$ cat config.mk
export PLATFORM = sky130hd
export DESIGN_NAME = depth_pixel_backprojection
export DESIGN_NICKNAME = d
export VERILOG_FILES = /design/src/hdl/dpb_pkg.sv /design/src/hdl/dpb_front.sv /design/src/hdl/dpb_fifo.sv /design/src/hdl/dpb_div.sv /design/src/hdl/dpb_back.sv /design/src/hdl/depth_pixel_backprojection.sv
export SDC_FILE = /design/constraint.sdc
export NUM_CORES = 2
export LEC_CHECK = 0
export BUFFER_PORTS_ARGS = -buffer_cell sky130_fd_sc_hd__buf_2
export CORE_MARGIN = 5
export CORE_UTILIZATION = 40
export CTS_CLUSTER_SIZE = 8
export DETAILED_ROUTE_END_ITERATION = 12
export GPL_TIMING_DRIVEN = 1
export PLACE_DENSITY = 0.55
export SLEW_MARGIN = 40
export SYNTH_ARGS = -nofsm -noshare
export SYNTH_HDL_FRONTEND = slang
export SYNTH_SLANG_ARGS = --single-unit
$ cat constraint.sdc
create_clock -name clk_i -period 18.8 [get_ports clk_i]
set_input_delay 0.94 -clock clk_i [delete_from_list [all_inputs] [get_ports clk_i]]
set_output_delay 0.94 -clock clk_i [all_outputs]
set_load 0.01 [all_outputs]
$ cat src/hdl/dpb_pkg.sv
package dpb_pkg;

  localparam int unsigned DEPTH_W   = 16;
  localparam int unsigned INDEX_W   = 12;
  localparam int unsigned CFG_W     = 16;
  localparam int unsigned XY_W      = 24;
  localparam int unsigned NUM_W     = 2 * CFG_W;
  localparam int unsigned REM_W     = CFG_W + 1;
  localparam int unsigned QBITS     = XY_W;
  localparam int unsigned STEP_BITS = 2;
  localparam int unsigned DIV_STEPS = QBITS / STEP_BITS;
  // Divider entry stage, the quotient stages and the output register.
  localparam int unsigned DIV_LAT   = DIV_STEPS + 2;
  // From an accepted item to its result strobe: queue, product, divider.
  localparam int unsigned ITEM_LAT  = DIV_LAT + 2;

  localparam int unsigned QUEUE_DEPTH = 2;
  localparam int unsigned QPTR_W      = $clog2(QUEUE_DEPTH);
  localparam int unsigned QCNT_W      = $clog2(QUEUE_DEPTH + 1);

  localparam int unsigned ADDR_W = 5;
  localparam int unsigned DATA_W = 32;

  localparam logic [2:0] REG_CENTER_COL = 3'd0;
  localparam logic [2:0] REG_CENTER_ROW = 3'd1;
  localparam logic [2:0] REG_FOCAL_COL  = 3'd2;
  localparam logic [2:0] REG_FOCAL_ROW  = 3'd3;
  localparam logic [2:0] REG_MAX_DEPTH  = 3'd4;

  localparam logic [CFG_W-1:0] RST_CENTER = 16'd0;
  localparam logic [CFG_W-1:0] RST_FOCAL  = 16'd16;
  localparam logic [CFG_W-1:0] RST_MAXD   = 16'hFFFF;

  localparam logic [QBITS-1:0] SAT_POS = 24'h7FFFFF;
  localparam logic [QBITS-1:0] SAT_NEG = 24'h800000;

  typedef struct packed {
    logic [DEPTH_W-1:0] depth;
    logic               depth_bad;
    logic [INDEX_W-1:0] column;
    logic [INDEX_W-1:0] row;
  } item_t;

  typedef struct packed {
    logic signed [XY_W-1:0] point_x;
    logic signed [XY_W-1:0] point_y;
    logic [DEPTH_W-1:0]     point_z;
  } result_t;

  // An accepted pixel after classification: offset magnitudes and signs.
  typedef struct packed {
    logic               neg_x;
    logic [CFG_W-1:0]   mag_x;
    logic               neg_y;
    logic [CFG_W-1:0]   mag_y;
    logic [DEPTH_W-1:0] depth;
  } work_t;

endpackage

$ cat src/hdl/dpb_front.sv
module dpb_front import dpb_pkg::*; #(
  parameter int unsigned IMAGE_DIM_MAX = 4096
) (
  input  logic             accept_i,
  input  item_t            item_i,
  input  logic [CFG_W-1:0] center_col_i,
  input  logic [CFG_W-1:0] center_row_i,
  input  logic [CFG_W-1:0] max_depth_i,
  output logic             push_o,
  output work_t            work_o
);

  localparam logic [16:0] DIM_LIM = 17'(IMAGE_DIM_MAX);

  logic             keep;
  logic [CFG_W-1:0] pos_x;
  logic [CFG_W-1:0] pos_y;

  always_comb begin
    keep = !item_i.depth_bad && (item_i.depth != '0) && (item_i.depth <= max_depth_i)
           && ({5'b0, item_i.column} < DIM_LIM) && ({5'b0, item_i.row} < DIM_LIM);
    push_o = accept_i && keep;
  end

  // Pixel indexes become Q12.4 before the principal point is taken off.
  always_comb begin
    pos_x = {item_i.column, 4'b0};
    pos_y = {item_i.row, 4'b0};
    work_o.neg_x = pos_x < center_col_i;
    work_o.mag_x = work_o.neg_x ? (center_col_i - pos_x) : (pos_x - center_col_i);
    work_o.neg_y = pos_y < center_row_i;
    work_o.mag_y = work_o.neg_y ? (center_row_i - pos_y) : (pos_y - center_row_i);
    work_o.depth = item_i.depth;
  end

endmodule

$ cat src/hdl/dpb_fifo.sv
module dpb_fifo import dpb_pkg::*; (
  input  logic  clk_i,
  input  logic  rst_ni,
  input  logic  push_i,
  input  work_t wdata_i,
  input  logic  pop_i,
  output work_t rdata_o,
  output logic  empty_o,
  output logic  full_o
);

  work_t             mem_q [QUEUE_DEPTH];
  logic [QPTR_W-1:0] wr_ptr_q, wr_ptr_d;
  logic [QPTR_W-1:0] rd_ptr_q, rd_ptr_d;
  logic [QCNT_W-1:0] cnt_q, cnt_d;
  logic              do_push;
  logic              do_pop;

  always_comb begin
    empty_o  = cnt_q == '0;
    full_o   = cnt_q == QCNT_W'(QUEUE_DEPTH);
    do_push  = push_i && !full_o;
    do_pop   = pop_i && !empty_o;
    wr_ptr_d = do_push ? QPTR_W'(wr_ptr_q + 1'b1) : wr_ptr_q;
    rd_ptr_d = do_pop ? QPTR_W'(rd_ptr_q + 1'b1) : rd_ptr_q;
    cnt_d    = cnt_q;
    if (do_push && !do_pop) begin
      cnt_d = QCNT_W'(cnt_q + 1'b1);
    end else if (do_pop && !do_push) begin
      cnt_d = QCNT_W'(cnt_q - 1'b1);
    end
    rdata_o = mem_q[rd_ptr_q];
  end

  always_ff @(posedge clk_i or negedge rst_ni) begin
    if (!rst_ni) begin
      wr_ptr_q <= '0;
      rd_ptr_q <= '0;
      cnt_q    <= '0;
    end else begin
      wr_ptr_q <= wr_ptr_d;
      rd_ptr_q <= rd_ptr_d;
      cnt_q    <= cnt_d;
    end
  end

  always_ff @(posedge clk_i) begin
    if (do_push) begin
      mem_q[wr_ptr_q] <= wdata_i;
    end
  end

endmodule

$ cat src/hdl/dpb_div.sv
module dpb_div import dpb_pkg::*; (
  input  logic                   clk_i,
  input  logic [NUM_W-1:0]       num_i,
  input  logic                   neg_i,
  input  logic [CFG_W-1:0]       focal_i,
  output logic signed [XY_W-1:0] coord_o
);

  typedef struct packed {
    logic [REM_W-1:0] rem;
    logic [QBITS-1:0] low;
    logic [QBITS-1:0] quo;
  } step_t;

  function automatic step_t div_step(step_t s, logic [REM_W-1:0] dvs);
    logic [REM_W:0] t;
    step_t          r;
    r = s;
    for (int b = 0; b < STEP_BITS; b++) begin
      t     = {r.rem, r.low[QBITS-1]};
      r.low = {r.low[QBITS-2:0], 1'b0};
      if (t >= {1'b0, dvs}) begin
        r.rem = REM_W'(t - {1'b0, dvs});
        r.quo = {r.quo[QBITS-2:0], 1'b1};
      end else begin
        r.rem = t[REM_W-1:0];
        r.quo = {r.quo[QBITS-2:0], 1'b0};
      end
    end
    return r;
  endfunction

  logic [CFG_W-1:0]   f_eff;
  logic [REM_W-1:0]   dvs;
  logic [NUM_W:0]     nn;
  logic               ovf;
  step_t              entry;
  step_t              st_q  [DIV_STEPS+1];
  logic               ovf_q [DIV_STEPS+1];
  logic               neg_q [DIV_STEPS+1];
  logic [QBITS-1:0]   q_fin;
  logic [QBITS-1:0]   q_sat;
  logic signed [XY_W-1:0] coord_q;

  // Round to nearest: floor((2*num + f) / (2*f)). A zero focal length counts as one.
  always_comb begin
    f_eff = (focal_i == '0) ? CFG_W'(1) : focal_i;
    dvs   = {f_eff, 1'b0};
    nn    = {num_i, 1'b0} + {{(NUM_W-CFG_W+1){1'b0}}, f_eff};
    // The quotient needs more than QBITS bits exactly when the top part reaches the divisor.
    ovf   = {{(REM_W-(NUM_W+1-QBITS)){1'b0}}, nn[NUM_W:QBITS]} >= dvs;
    entry.rem = ovf ? '0 : {{(REM_W-(NUM_W+1-QBITS)){1'b0}}, nn[NUM_W:QBITS]};
    entry.low = nn[QBITS-1:0];
    entry.quo = '0;
  end

  always_ff @(posedge clk_i) begin
    st_q[0]  <= entry;
    ovf_q[0] <= ovf;
    neg_q[0] <= neg_i;
    for (int s = 0; s < DIV_STEPS; s++) begin
      st_q[s+1]  <= div_step(st_q[s], dvs);
      ovf_q[s+1] <= ovf_q[s];
      neg_q[s+1] <= neg_q[s];
    end
  end

  always_comb begin
    q_fin = st_q[DIV_STEPS].quo;
    if (neg_q[DIV_STEPS]) begin
      q_sat = (ovf_q[DIV_STEPS] || q_fin > SAT_NEG) ? SAT_NEG : q_fin;
    end else begin
      q_sat = (ovf_q[DIV_STEPS] || q_fin > SAT_POS) ? SAT_POS : q_fin;
    end
  end

  always_ff @(posedge clk_i) begin
    coord_q <= neg_q[DIV_STEPS] ? signed'(XY_W'(-q_sat)) : signed'(q_sat);
  end

  assign coord_o = coord_q;

endmodule

$ cat src/hdl/dpb_back.sv
module dpb_back import dpb_pkg::*; (
  input  logic             clk_i,
  input  logic             rst_ni,
  input  logic             valid_i,
  input  work_t            work_i,
  input  logic [CFG_W-1:0] focal_col_i,
  input  logic [CFG_W-1:0] focal_row_i,
  output logic             pop_o,
  output result_t          res_o,
  output logic             res_valid_o
);

  logic [NUM_W-1:0]   num_x_q;
  logic [NUM_W-1:0]   num_y_q;
  logic               neg_x_q;
  logic               neg_y_q;
  logic               vld_q [DIV_LAT+1];
  logic [DEPTH_W-1:0] z_q   [DIV_LAT+1];
  logic signed [XY_W-1:0] coord_x;
  logic signed [XY_W-1:0] coord_y;

  // The back end never stalls, so it takes an item whenever the queue has one.
  assign pop_o = valid_i;

  always_ff @(posedge clk_i) begin
    num_x_q <= NUM_W'(work_i.mag_x) * NUM_W'(work_i.depth);
    num_y_q <= NUM_W'(work_i.mag_y) * NUM_W'(work_i.depth);
    neg_x_q <= work_i.neg_x;
    neg_y_q <= work_i.neg_y;
    z_q[0]  <= work_i.depth;
    for (int k = 0; k < DIV_LAT; k++) begin
      z_q[k+1] <= z_q[k];
    end
  end

  always_ff @(posedge clk_i or negedge rst_ni) begin
    if (!rst_ni) begin
      for (int k = 0; k <= DIV_LAT; k++) begin
        vld_q[k] <= 1'b0;
      end
    end else begin
      vld_q[0] <= valid_i;
      for (int k = 0; k < DIV_LAT; k++) begin
        vld_q[k+1] <= vld_q[k];
      end
    end
  end

  dpb_div u_div_x (
    .clk_i   (clk_i),
    .num_i   (num_x_q),
    .neg_i   (neg_x_q),
    .focal_i (focal_col_i),
    .coord_o (coord_x)
  );

  dpb_div u_div_y (
    .clk_i   (clk_i),
    .num_i   (num_y_q),
    .neg_i   (neg_y_q),
    .focal_i (focal_row_i),
    .coord_o (coord_y)
  );

  always_comb begin
    res_o.point_x = coord_x;
    res_o.point_y = coord_y;
    res_o.point_z = z_q[DIV_LAT];
    res_valid_o   = vld_q[DIV_LAT];
  end

endmodule

$ cat src/hdl/depth_pixel_backprojection.sv
// Back-projects depth pixels to 3D points through a pinhole camera model. One item can be
// started every clock; a kept pixel gives its point on res_o with res_valid_o high for one
// cycle, after a queue slot, a register of multiplies and a divider that retires two quotient
// bits per stage. Rejected pixels (flagged bad, zero depth, depth above max_depth, or outside
// the image) give no result. Results cannot be held off, so they must be taken when shown.
// busy rises only if the input queue fills, which does not happen since the back end drains
// one item per cycle. Registers are written over APB and are meant to change only while no
// item is in flight.
module depth_pixel_backprojection import dpb_pkg::*; #(
  parameter int unsigned IMAGE_DIM_MAX = 4096
) (
  input  logic              clk_i,
  input  logic              rst_ni,
  input  logic              start,
  output logic              busy,
  input  item_t             item_i,
  output result_t           res_o,
  output logic              res_valid_o,
  input  logic              psel,
  input  logic              penable,
  input  logic              pwrite,
  input  logic [ADDR_W-1:0] paddr,
  input  logic [DATA_W-1:0] pwdata,
  output logic [DATA_W-1:0] prdata,
  output logic              pready
);

  logic [CFG_W-1:0] center_col_q;
  logic [CFG_W-1:0] center_row_q;
  logic [CFG_W-1:0] focal_col_q;
  logic [CFG_W-1:0] focal_row_q;
  logic [CFG_W-1:0] max_depth_q;
  logic [2:0]       reg_idx;
  logic             wr_en;
  logic             accept;
  logic             push;
  work_t            work_in;
  work_t            work_out;
  logic             q_empty;
  logic             q_full;
  logic             pop;

  assign pready  = 1'b1;
  assign reg_idx = paddr[ADDR_W-1:2];
  assign wr_en   = psel && penable && pwrite && pready;

  always_ff @(posedge clk_i or negedge rst_ni) begin
    if (!rst_ni) begin
      center_col_q <= RST_CENTER;
      center_row_q <= RST_CENTER;
      focal_col_q  <= RST_FOCAL;
      focal_row_q  <= RST_FOCAL;
      max_depth_q  <= RST_MAXD;
    end else if (wr_en) begin
      case (reg_idx)
        REG_CENTER_COL: center_col_q <= pwdata[CFG_W-1:0];
        REG_CENTER_ROW: center_row_q <= pwdata[CFG_W-1:0];
        REG_FOCAL_COL:  focal_col_q  <= pwdata[CFG_W-1:0];
        REG_FOCAL_ROW:  focal_row_q  <= pwdata[CFG_W-1:0];
        REG_MAX_DEPTH:  max_depth_q  <= pwdata[CFG_W-1:0];
        default: ;
      endcase
    end
  end

  always_comb begin
    case (reg_idx)
      REG_CENTER_COL: prdata = {{(DATA_W-CFG_W){1'b0}}, center_col_q};
      REG_CENTER_ROW: prdata = {{(DATA_W-CFG_W){1'b0}}, center_row_q};
      REG_FOCAL_COL:  prdata = {{(DATA_W-CFG_W){1'b0}}, focal_col_q};
      REG_FOCAL_ROW:  prdata = {{(DATA_W-CFG_W){1'b0}}, focal_row_q};
      REG_MAX_DEPTH:  prdata = {{(DATA_W-CFG_W){1'b0}}, max_depth_q};
      default:        prdata = '0;
    endcase
  end

  assign busy   = q_full;
  assign accept = start && !busy;

  dpb_front #(
    .IMAGE_DIM_MAX (IMAGE_DIM_MAX)
  ) u_front (
    .accept_i     (accept),
    .item_i       (item_i),
    .center_col_i (center_col_q),
    .center_row_i (center_row_q),
    .max_depth_i  (max_depth_q),
    .push_o       (push),
    .work_o       (work_in)
  );

  dpb_fifo u_fifo (
    .clk_i   (clk_i),
    .rst_ni  (rst_ni),
    .push_i  (push),
    .wdata_i (work_in),
    .pop_i   (pop),
    .rdata_o (work_out),
    .empty_o (q_empty),
    .full_o  (q_full)
  );

  dpb_back u_back (
    .clk_i       (clk_i),
    .rst_ni      (rst_ni),
    .valid_i     (!q_empty),
    .work_i      (work_out),
    .focal_col_i (focal_col_q),
    .focal_row_i (focal_row_q),
    .pop_o       (pop),
    .res_o       (res_o),
    .res_valid_o (res_valid_o)
  );

  // A point is never made from a zero depth.
  a_nonzero_z: assert property (@(posedge clk_i) disable iff (!rst_ni)
    res_valid_o |-> res_o.point_z != '0)
    else $error("result with zero depth");

  // A kept item shows up a fixed number of cycles later carrying its own depth.
  a_kept_item: assert property (@(posedge clk_i) disable iff (!rst_ni)
    push |-> ##ITEM_LAT (res_valid_o && res_o.point_z == $past(item_i.depth, ITEM_LAT)))
    else $error("kept item lost or out of place");

  // A rejected item leaves its result slot empty.
  a_drop_item: assert property (@(posedge clk_i) disable iff (!rst_ni)
    (accept && !push) |-> ##ITEM_LAT !res_valid_o)
    else $error("rejected item produced a result");

  // The back end drains every cycle, so the queue never fills.
  a_no_fill: assert property (@(posedge clk_i) disable iff (!rst_ni)
    !q_empty |=> !q_full)
    else $error("input queue filled");

endmodule
==> Word-level counts from Yosys, hierarchy flattened <==
Memories as Yosys holds them, arrays and structs flattened.
Cells that the tools add are included.
{ "word_totals": {"ramBits": 2082, "word_cells": 304, "regBits": 213, "output_inout_bits": 99, "n_memories": 8} }
{ "classes": {"n_eq_ne": 5, "n_lt_le_gt_ge": 57, "reduce_logical": 28, "multipliers": 2, "muxes": 115, "n_addsub": 60} }
{ "mem_list": {"columns": ["name", "words", "width", "rd", "rd_clocked_by_memory_dff", "wr", "line", "text"], "rows": [
  ["u_back.u_div_x.st_q", 13, 65, 13, 0, 13, "dpb_div.sv:38", "step_t st_q [DIV_STEPS+1];"],
  ["u_back.u_div_y.st_q", 13, 65, 13, 0, 13, "dpb_div.sv:38", null],
  ["u_back.z_q", 15, 16, 15, 0, 15, "dpb_back.sv:18", "logic [DEPTH_W-1:0] z_q [DIV_LAT+1];"],
  ["u_fifo.mem_q", 2, 50, 1, 0, 1, "dpb_fifo.sv:12", "work_t mem_q [QUEUE_DEPTH];"],
  ["u_back.u_div_x.neg_q", 13, 1, 13, 0, 13, "dpb_div.sv:40", "logic neg_q [DIV_STEPS+1];"],
  ["u_back.u_div_x.ovf_q", 13, 1, 13, 0, 13, "dpb_div.sv:39", "logic ovf_q [DIV_STEPS+1];"],
  ["2 more memories", null, null, null, null, null, null, null]
]} }
{ "op_table": {"columns": ["operator", "n"], "rows": [
  ["greater-or-equal comparator 18 x 17 -> 1 bit", 48],
  ["2-to-1 mux 17 bit", 48],
  ["subtractor 17 bit", 48],
  ["2-to-1 mux 24 bit", 8],
  ["one-hot mux 16 bit (5 select lines)", 1],
  ["adder 33 x 16 -> 33 bit", 2],
  ["multiplier 16 x 16 -> 32 bit", 2],
  ["2-to-1 mux 16 bit", 4],
  ["subtractor 16 bit", 4],
  ["2-to-1 mux 1 bit", 50],
  ["> comparator 24 x 23 -> 1 bit (second input constant)", 2],
  ["> comparator 24 bit (second input constant)", 2],
  ["negation 24 bit", 2],
  ["greater-or-equal comparator 9 x 17 -> 1 bit", 2],
  ["logical NOT 16 bit", 2],
  ["less-than comparator 16 bit", 2],
  ["2-to-1 mux 9 bit", 2],
  ["less-or-equal comparator 16 bit", 1],
  ["nonzero test 16 bit", 1],
  ["AND reduction 2 bit", 5],
  ["logical AND 1 bit", 9],
  ["== test 3 x 2 -> 1 bit (second input constant)", 2],
  ["logical NOT 1 bit", 4],
  ["logical OR 1 bit", 4],
  ["other kinds (10)", 12]
]} }

==> Logic depth before layout (Yosys ltp) <==
{ "depth": {"depth_word": 9, "depth_mapped": 30, "depth_no_buf": 27} }

==> Modules after synthesis <==
Synthesis repeated with hierarchy kept, for this count alone.
{ "unflattened": {"hier_cells": 10459, "hier_area_um2": 102105.4} }
{ "by_module_without_submodules": {"columns": ["mod", "area_each_um2", "instances", "seq_area_each_um2", "cells_each"], "rows": [
  ["dpb_div at u_back.u_div_y", 33581.0, 1, 11170.7, 3619],
  ["dpb_div at u_back.u_div_x", 33500.9, 1, 11170.7, 3569],
  ["dpb_back", 23974.2, 1, 6501.2, 2373],
  ["dpb_fifo", 4057.6, 1, 3103.0, 175],
  ["depth_pixel_backprojection", 3875.0, 1, 2024.4, 277],
  ["dpb_front", 3116.7, 1, 0.0, 446]
]} }

==> Worst setup path before layout <==
Ideal clock, no wire load.
{ "synth_timing": {"path_type": "register to register", "start": "reg u_fifo.rd_ptr_q", "end": "reg u_back.num_x_q[31]", "arrival_ps": 7995, "t_required_ps": 18679, "path_slack_ps": 10684, "synth_period_minus_slack_ps": 8116, "n_path_buf": 4, "path_stages_with_launch": 28, "cell_sequence": "dfrtp_1 > clkbuf_1 > buf_1 > buf_1 > clkbuf_1 > mux2i_1 > nor2_1 > fa_1 > inv_1 > fa_1 > fa_1 > inv_1 > fa_1 > fa_1 > inv_1 > fa_1 > inv_1 > ha_1 > a21oi_1 > nor2_1 > a211oi_1 > o41ai_1 > a2111oi_0 > o31ai_1 > a21o_1 > a21oi_1 > o21ai_0 > xnor2_1"} }
{ "synth_via": {"elab_chain_cells": 2} }
{ "synth_lines": {"columns": ["item", "line", "text"], "rows": [
  ["start: declaration", "dpb_fifo.sv:14", "logic [QPTR_W-1:0] rd_ptr_q, rd_ptr_d;"],
  ["start signal: assignment", "dpb_fifo.sv:42", "rd_ptr_q <= rd_ptr_d;"],
  ["memory read (2 x 50 bit)", null, null],
  ["multiplier 16 x 16 -> 32 bit", "dpb_back.sv:26", "num_x_q <= NUM_W'(work_i.mag_x) * NUM_W'(work_i.depth);"],
  ["end signal: assignment", "dpb_back.sv:26", null],
  ["end: declaration", "dpb_back.sv:13", "logic [NUM_W-1:0] num_x_q;"]
]} }
No other way between the ends.
A chain may end at the register's enable or synchronous reset.

==> Worst setup path in the final report <==
Same ends and word-level chain as after synthesis.

==> out/results.tsv <==
metric	value	unit
place_congestion	0.888	
worst_slew_pin_slew	833	ps
grt_pass1_vias	74170	
slowest_stage	dfrtp_4	
synth-edff-count	100	
worst_clock_skew	123	ps
critPathLaunchType	flip-flop	
drc	0	
ios	183	
port_buffers	147	
ys_seq_area_frac	0.342	
async_flop_share	0.0611	
core	246000	um^2
routed_wl	270	mm
maxSlewViolCount	0	
start_util	0.403	
synth_top_area_cell	dfxtp_1	
final_antenna_net_count	0	
postCtsResizedCells	0	
die_h	508	um
critical_path_peak_fanout	43	
synthTopCellsByCount	dfxtp_1, ha_1, inv_1	
ys_warn_count	0	
fillers	23597	
viasPerCell	5.32	
synthTopCellsByArea	dfxtp_1, ha_1, fa_1	
ys_ff_latch	1621	
period_needed	9380	ps
avgSynthCellArea	9.63	um^2
tritoncts	done	
fmax	107	MHz
cp_num_buf_inv	7	
setup_viol	0	
rows	182	
areaGrowthSynthToFinish	11.7	%
insertion_delay	910	ps
arrival	10050	ps
final-hold-violation-count	0	
crit_family	adder cells	
grt-ovfl-total	0	
post-cts-setup-buffers	0	
dieArea	258000	um^2
status	completed	
fin_nets	12154	
grt_max_degree	53	
die_w	508	um
crit_type	flip-flop to flip-flop	
cap_violations	0	
ctsHtreeMaxLevel	4	
cts_buffers	226	
regArea	34000	um^2
drt_iter0_markers	4661	
rsz0062_at_grt	false	
critical-path-max-stage-delay	910	ps
multi_input_area	61100	um^2
grt_pass1_wl	420	mm
synth_area	99300	um^2
clkTransAtPathRegs	50	ps
dp_hpwl	204	mm
ys.flop_type	dfxtp_1	
crit_top_cell	fa_1	
holdBufCountCts	0	
required	19470	ps
end_kind	flip-flop	
period_share	0.499	
clockBufferDepth	3	
synth_top_cell_area_share	0.287	
hp-class	primary input to asynchronous set/reset pin	
cts.sinks	1621	
grt_antenna_before_repair	16	
finalSetupTns	0	ps
num_vias	74285	
cts_root_buf	clkbuf_16	
relSlewSlack	0.429	
drt-wirelength-per-cell	19.4	um
drt_pass1_iterations	6	
synthesis.instances	10304	
track_usage	0.204	
post-synth-top-count-cell	dfxtp_1	
synthDistinctLibCells	105	
layout-drive-gt1-share	0.113	
[through the flow]
stage               cells  hold WS [ps]  worst slack, ps  cell area, um^2   util
finish              13960          14.3             9420           111000  0.450
global route        13959          4.00             8990           111000  0.450
CTS                 13948          80.1             9500           111000  0.450
detailed placement  13643           312             9520           104000  0.423
global placement    13635           310             9560           104000  0.422
floorplan           10319           310            10680            99300      -
[worst paths after layout]
path	start	end	slack, ps	depth (start not counted)
max	u_fifo.rd_ptr_q	u_back.num_x_q[31]	9420	26
min	rst_ni	center_row_q[11]	10	1
max reg2reg	u_fifo.rd_ptr_q	u_back.num_x_q[31]	9420	26
min reg2reg	u_back.u_div_y.st_q[0][162]	u_back.u_div_y.st_q[0][229]	240	0
max in group asynchronous	rst_ni	u_fifo.rd_ptr_q	17530	2
min in group clk_i	u_back.u_div_y.st_q[0][162]	u_back.u_div_y.st_q[0][229]	240	0
[registers in the layout (all words and copies together), names as in the netlist, 13 cells and up]
| name | cells |
|---|---|
| focal_col_q | 16 |
| u_back.u_div_x.coord_o | 24 |
| center_row_q | 16 |
| max_depth_q | 16 |
| u_back.u_div_y.neg_q | 13 |
| focal_row_q | 16 |
| center_col_q | 16 |
| u_back.u_div_y.st_q | 508 |
| u_back.z_q | 240 |
| u_back.u_div_y.coord_o | 24 |
| u_back.u_div_x.st_q | 508 |
| u_back.u_div_x.ovf_q | 13 |
| u_back.vld_q | 14 |
| u_back.num_x_q | 32 |
| u_back.u_div_x.neg_q | 13 |
| u_fifo.mem_q | 100 |
| u_back.num_y_q | 32 |
| u_back.u_div_y.ovf_q | 13 |
[layout make-up]
type / count / area share
flip-flops and latches: 1621 / 0.307
repair buffers: 283 / 0.0160
clock inverters: 17 / 0.00386
well taps: 3312 / 0.0374
clock buffers: 288 / 0.0545
multi-input cells: 7550 / 0.552
diodes: 12 / 0.000271
inverters: 877 / 0.0297
[metal layers]
metal / GRT usage / wire length, um / vias up
met3: 0.0297 / 12800 / 459
li1: - / - / 36186
met1: 0.274 / 123000 / 35899
met4: 0.0650 / 8670 / 4
met2: 0.339 / 126000 / 1737
met5: 0 / 34 / -
[cell usage in the layout (no fill, tap or decap), types with 147 or more instances in the layout]
master and count:
dfxtp_1 1422, ha_1 1073, inv_1 864, nand2_1 804, nor2_1 782, a21oi_1 645
o21ai_0 535, xnor2_1 505, mux2_2 482, fa_1 438, a21o_1 274, clkbuf_16 228
xor2_1 203, nor3_1 158, buf_2 147
[cells by family (layout without fill, tap and decap cells)]
kind of cell               Yosys count  in the layout  synth area share
xor gates and xnor gates           718            718            0.0634
other                                2             29         0.0000757
and+or+nand+nor                   2492           2492             0.116
muxes                              599            599            0.0668
buffers and inverters             1148           1465            0.0454
AOI/OAI and AO/OA                 2213           2213             0.143
DFF                               1621           1621             0.342
adders and majority gates         1511           1511             0.224
Power is left out: the tool's default activity adds up to more than one toggle a clock period on the data nets, which glitch-free logic cannot reach.
